[config.mk]
export PLATFORM = sky130hd
export DESIGN_NAME = alwb_ctrl
export DESIGN_NICKNAME = d
export VERILOG_FILES = /design/src/hdl/ip_allowlist_bucket_table_unit_macros.svh /design/src/hdl/alwb_pkg.sv /design/src/hdl/alwb_ctrl.sv
export SDC_FILE = /design/constraint.sdc
export NUM_CORES = 1
export LEC_CHECK = 0
export BUFFER_PORTS_ARGS = -buffer_cell sky130_fd_sc_hd__buf_2
export CORE_AREA = 2 2 39 41
export DETAILED_ROUTE_END_ITERATION = 12
export DIE_AREA = 0 0 41 43
export PLACE_DENSITY_LB_ADDON = 0.15
export SETUP_SLACK_MARGIN = 0.3
export SLEW_MARGIN = 30
export SYNTH_ARGS = -nofsm -noshare
export SYNTH_HDL_FRONTEND = slang
export SYNTH_SLANG_ARGS = --single-unit
[constraint.sdc]
create_clock -name clk -period 1.7 [get_ports clk]
set_clock_uncertainty 0.1 [all_clocks]
set_input_delay 0.34 -clock clk [delete_from_list [all_inputs] [get_ports clk]]
set_output_delay 0.34 -clock clk [all_outputs]
set_load 0.01 [all_outputs]
[src/hdl/ip_allowlist_bucket_table_unit_macros.svh]
// Assertion macros for the allowlist bucket table unit.
`ifndef IP_ALLOWLIST_BUCKET_TABLE_UNIT_MACROS_SVH
`define IP_ALLOWLIST_BUCKET_TABLE_UNIT_MACROS_SVH

`ifndef NO_ASSERTIONS
`define ALWB_ASSERT(lbl, prop) \
  lbl: assert property (@(posedge clk) disable iff (!rst_n) prop) \
    else $error("alwb assertion failed");
`define ALWB_ASSERT_NEXT(lbl, ante, cons) \
  lbl: assert property (@(posedge clk) disable iff (!rst_n) (ante) |=> (cons)) \
    else $error("alwb assertion failed");
`else
`define ALWB_ASSERT(lbl, prop)
`define ALWB_ASSERT_NEXT(lbl, ante, cons)
`endif

`endif

[src/hdl/alwb_pkg.sv]
// Package: sizes, codes and controller/datapath types for the allowlist table.
package alwb_pkg;

  localparam int BUCKET_DEPTH = 512;
  localparam int BUCKET_BITS  = 5;
  localparam int IP_W         = 32;
  localparam int STATUS_W     = 2;
  localparam int NUM_BUCKETS  = 1 << BUCKET_BITS;
  localparam int SLOT_W       = (BUCKET_DEPTH > 1) ? $clog2(BUCKET_DEPTH) : 1;
  localparam int CNT_W        = $clog2(BUCKET_DEPTH + 1);
  localparam int ADDR_W       = BUCKET_BITS + SLOT_W;
  localparam int MEM_DEPTH    = 1 << ADDR_W;

  typedef enum logic [STATUS_W-1:0] {
    ST_INSERTED  = 2'd0,
    ST_FULL      = 2'd1,
    ST_TRUSTED   = 2'd2,
    ST_UNTRUSTED = 2'd3
  } status_t;

  typedef enum logic {
    KIND_INSERT = 1'b0,
    KIND_CHECK  = 1'b1
  } kind_t;

  typedef enum logic [1:0] {
    S_IDLE,
    S_DISPATCH,
    S_SCAN,
    S_DONE
  } state_t;

  typedef struct packed {
    logic    capture;
    logic    ins_commit;
    logic    scan_step;
    logic    res_load;
    status_t res_code;
    logic    out_load;
  } cmd_t;

  typedef struct packed {
    logic is_check;
    logic ip_zero;
    logic full;
    logic empty_bkt;
    logic hit;
    logic last;
    logic out_free;
  } sts_t;

endpackage

[src/hdl/alwb_ctrl.sv]
// Controller state machine: sequences insert, bucket scan and result hand-off.
module alwb_ctrl (
  input  logic          clk,
  input  logic          rst_n,
  input  logic          in_valid,
  output logic          in_ready,
  input  alwb_pkg::sts_t st,
  output alwb_pkg::cmd_t cmd
);
  import alwb_pkg::*;

  state_t state_r, state_nxt;

  always_ff @(posedge clk) begin
    if (!rst_n) begin
      state_r <= S_IDLE;
    end else begin
      state_r <= state_nxt;
    end
  end

  always_comb begin
    state_nxt = state_r;
    case (state_r)
      S_IDLE: begin
        if (in_valid) state_nxt = S_DISPATCH;
      end
      S_DISPATCH: begin
        if (st.is_check && !st.ip_zero && !st.empty_bkt) state_nxt = S_SCAN;
        else state_nxt = S_DONE;
      end
      S_SCAN: begin
        if (st.hit || st.last) state_nxt = S_DONE;
      end
      S_DONE: begin
        if (st.out_free) state_nxt = S_IDLE;
      end
      default: state_nxt = S_IDLE;
    endcase
  end

  always_comb begin
    in_ready     = 1'b0;
    cmd          = '0;
    cmd.res_code = ST_INSERTED;
    case (state_r)
      S_IDLE: begin
        in_ready    = 1'b1;
        cmd.capture = in_valid;
      end
      S_DISPATCH: begin
        if (!st.is_check) begin
          cmd.res_load   = 1'b1;
          cmd.res_code   = st.full ? ST_FULL : ST_INSERTED;
          // zero would land in an empty slot and leave it empty
          cmd.ins_commit = !st.full && !st.ip_zero;
        end else if (st.ip_zero || st.empty_bkt) begin
          cmd.res_load = 1'b1;
          cmd.res_code = ST_UNTRUSTED;
        end else begin
          cmd.scan_step = 1'b1;
        end
      end
      S_SCAN: begin
        cmd.scan_step = 1'b1;
        if (st.hit) begin
          cmd.res_load = 1'b1;
          cmd.res_code = ST_TRUSTED;
        end else if (st.last) begin
          cmd.res_load = 1'b1;
          cmd.res_code = ST_UNTRUSTED;
        end
      end
      S_DONE: begin
        cmd.out_load = st.out_free;
      end
      default: begin
        in_ready = 1'b0;
      end
    endcase
  end

endmodule

-- Word-level counts from Yosys, hierarchy flattened
Index checks and enable logic that the tools add are counted.
- muxes and demuxes: 18
- reduce and logical (&&, ||, !) cells: 10
- eq/ne operators: 6
- operators with widths (operator ; count):
    2-to-1 mux 3 bit ; 4
    2-to-1 mux 1 bit ; 9
    case mux 2 bit (4 select lines) ; 1
    case mux 4 bit (2 select lines) ; 1
    2-to-1 mux 2 bit ; 3
    != test 2 bit (second input constant) ; 3
    == test 2 bit (second input constant) ; 2
    logical AND 1 bit ; 3
    zero test 1 bit ; 3
    AND reduction 3 bit ; 1
    == test 2 x 1 -> 1 bit (second input constant) ; 1
    zero test 2 bit ; 1
    logical OR 1 bit ; 2
- register bits: 2
- word-level logic and storage cells: 35

-- Longest topological paths before layout
- word-level depth: 5
- depth in mapped cells: 5
- gate-level depth less buffers: 5

-- Worst setup path after synthesis
No wires, ideal clock.
- path kind: register to register
- from: register state_r[0]
- to: register state_r[1]
- clock period less this slack: 1639 ps
- cell stages (with the launch flop): 6
- arrival time: 1469 ps
- required time: 1530 ps
- slack: 61 ps
- path through: dfxtp_1 -> inv_1 -> ha_1 -> nor2b_1 -> or4b_1 -> a21oi_1
- word-level cells in the longest chain between the ends: 3
- elaborated cells between the ends (all ways): 9
- classes of those cells: eq/ne: 6; mux: 1; reduce/logical: 2
- ends and longest elaborated chain (what ; RTL line ; RTL):
    start: declaration ; alwb_ctrl.sv:12 ; state_t state_r, state_nxt;
    start signal: assignment ; alwb_ctrl.sv:18 ; state_r <= state_nxt;
    == test 2 bit / zero test 2 bit (equally long branches) ; alwb_ctrl.sv:24 ; case (state_r)
    != test 2 bit (no source line) ; -- ;
    AND reduction 3 bit (no source line) ; -- ;
Parallel ways exist; a longest one is shown, timed or not.
A chain may end at the register's enable or synchronous reset.

==> summary.md <==
| Metric | Value |
|---|---|
| RSZ-0062 raised after global routing | `yes` |
| HPWL Detailed | `641 um` |
| Largest family of logic cells by synthesized area | `compound AO/OA/AOI/OAI gates` |
| Final worst-path cycle share | `between 90% and 100%` |
| Initial detailed-routing violation count | `3` |
| CTS H-tree lvls | `1` |
| # clock sinks | `2` |
| Slew Viols, Final | `0` |
| WL/cell | `11.8 um` |
| Final #Nets | `between 70 and 80` |
| R2R setup slack | `0.12 ns` |
| Top reg by flops | `state_r` |
| Final std cells w/o fill | `80` |
| CP startpoint | `state_r[0]$_SDFFE_PN0P_` |
| Vias after detailed routing | `377` |
| Layout cell share with drive strength beyond 1 | `76.6%` |
| Placed cells | `72` |
| Die footprint | `approximately 0.0018 sq mm` |
| Number of global-route vias before repair | `394` |
| Tightest Pin Transition | `0.286 ns` |
| Final Hold Vio Count | `0` |
| Cell row count | `14` |
| Kind of start point of the critical path | `flop` |
| Top Registers | `state_r: 2 flops` |
| Synth Area in Adders | `16.8%` |
| Fmax | `just over 600 MHz` |
| Drt drc | `0` |
| # port buffers | `17` |
| Synth area leader | `ha_1` |
| Path type of the worst min-delay path | `primary input to flop` |
| Sequential fraction of the synthesis area | `roughly 13%` |
| Die Width | `41 um` |
| Post-CTS Hold Buffers | `0` |
| Synth Area in XOR/XNOR | `0%` |
| Compound-cell area share of the yosys netlist | `34.9%` |
| Core box area | `~0.0014 sq mm` |
| Core Util, Final | `around 45%` |
| Netlist cell types | `21` |
| Via density | `4.71` |
| Metal3 WL | `65 um` |
| Synth async-reset ratio | `0%` |
| Pleak | `0.267 nW` |
| Pwr Density | `about 1500 mW/mm^2` |
| Skew-Pair Late Insertion Delay | `0.23 ns` |
| Root Buffer | `clkbuf_4` |
| DR WL met2 | `a little under 500 um` |
| Synth Register Bits | `2` |
| # IOs | `18` |
| Area growth from synthesis to layout | `110%` |
| GRT Overall Usage | `~13%` |
| Synth Net Count | `slightly below 50` |
| Post-synth EDFFs | `0` |
| Final setup vio count | `0` |
| Largest net degree at the start of global routing | `7` |
| Final wirelength | `946 um` |
| Grt total ovfl | `0` |
| WP data arrival | `between 1 and 1.5 ns` |
| Bufs on Longest Clock Path | `2` |
| Crit path time final | `1.65 ns` |
| First-pass GRT wire length | `1.51 mm` |
| Max FFs per register | `2` |
| Top sig layer | `met3` |
| Post-synth top area share | `~17%` |
| Critical Path RT | `between 1 and 1.5 ns` |
| Mean post-synth cell area | `around 8.5 sq um` |
| Final setup TNS | `0 ns` |
| Num CTS Buffers | `3` |
| First-pass DRT Iterations | `2` |
| CP endpoint kind | `output port` |
| Max Cap Violations | `0` |
| RD Place Congestion | `between 0.6 and 0.7` |
| Reg clk slew, reported paths | `0.03 ns` |
| Setup crit end | `cmd[3]` |
| ANT nets after route | `0` |
| Critical path class | `flop to output port` |
| Gate Count Post-Synth | `35` |
| Mapped cell area | `around 300 sq um` |
| Largest cells by area after synthesis | `ha_1, dfxtp_1, a2111oi_4, a21boi_0, o211ai_1` |
| Initial Utilization | `21.5%` |
| Status | `finished, final reports clean` |
| Syn. warnings | `0` |
| Chip Height | `43 um` |
| Slew margin rel. | `80.9%` |
| Simple-gate area share of the yosys netlist | `31.1%` |
| Reg2reg end | `state_r[1]$_SDFFE_PN0P_` |
| Worst reg2reg path startpoint | `state_r[1]$_SDFFE_PN0P_` |
| R2R cell count | `5` |
| Maximum VDD drop | `0.769 mV` |
| Post-Route M1 WL | `about 380 um` |
| CP Max Fanout | `5` |
| Proportion of synthesized area in mux cells | `0%` |
| N_diodes | `0` |
| CTS tree | `built` |
| Primary FF master, synth | `dfxtp_1` |
| Initial antenna violation count | `0` |
==> kinds of logic after synthesis <==
logic type	count (synthesis)
simple gates	14
compound gates	12
flops	2
buf+inv	3
fa+ha+maj	4
==> cell usage in the layout (no fill, tap or decap), types with 2 or more instances in the layout <==
| cell type | instances |
|---|---|
| and2_1 | 2 |
| dfxtp_4 | 2 |
| a21boi_2 | 2 |
| nor2b_4 | 2 |
| buf_4 | 7 |
| clkbuf_4 | 3 |
| ha_4 | 4 |
| buf_2 | 17 |
| a21oi_1 | 2 |
| o211ai_1 | 2 |
| nand2_1 | 2 |
==> what timing repair did <==
item,in CTS,in global routing
buffers inserted,3,1
resized for setup,11,3
endpoints found under the setup margin,9,10
pin swaps,7,0
endpoints found under the hold margin,0,0
==> worst max-delay path: stages, from the launching register on <==
cell      delay [ns]
dfxtp_4         0.36
inv_2           0.07
ha_4            0.28
a21boi_1        0.14
buf_2           0.14
==> synth_stat cells, drive strengths merged, types with 2 or more instances <==
cell type and number:
ha 4, a21boi 3, inv 3, nand2 3, a21oi 2, and2 2, dfxtp 2, nor2b 2
o211ai 2
==> worst min-delay path by stage <==
stage / start / endpoint / slack (ns) / cells past startpoint
global placement: state_r[0]$_SDFFE_PN0P_ / state_r[0]$_SDFFE_PN0P_ / 0.40 / 2
detailed placement: state_r[0]$_SDFFE_PN0P_ / state_r[0]$_SDFFE_PN0P_ / 0.39 / 2
global route: rst_n / state_r[1]$_SDFFE_PN0P_ / 0.29 / 3
finish: rst_n / state_r[0]$_SDFFE_PN0P_ / 0.29 / 3
floorplan: rst_n / state_r[1]$_SDFFE_PN0P_ / 0.36 / 2
CTS: rst_n / state_r[1]$_SDFFE_PN0P_ / 0.27 / 3
==> area by class of cell <==
type                       instances  area, sq um
sequential                         2         47.5
inverter                           3         13.8
fill                             146          758
timing repair buffer              25          149
tap                               16         20.0
clock buffer                       4         26.3
multi-input combinational         30          369
==> layer usage <==
layer	track usage, %	vias to the layer above
met4	5.33	0
met1	12.7	173
met2	21.3	13
met5	0	-
met3	6.28	0
li1	-	191
==> per-stage QoR <==
step	setup slack, ns	area, sq um	total power [W]	hold WS (ns)
after floorplan	0.186	372	0.000492	0.362
after global placement	0.0471	507	0.000665	0.397
after detailed placement	0.0442	507	0.000649	0.393
after CTS	0.0405	601	0.000874	0.272
after global routing	-0.0504	626	0.000999	0.291
final	0.0469	626	0.000913	0.293
==> where the power goes <==
group,total [W],switching (W),internal [W]
clock,0.000117,0.0000298,0.0000873
sequential,0.000109,0.0000282,0.0000810
combinational,0.000686,0.000296,0.000390
total,0.000913,0.000354,0.000559
(Power assumes the default switching activity.)
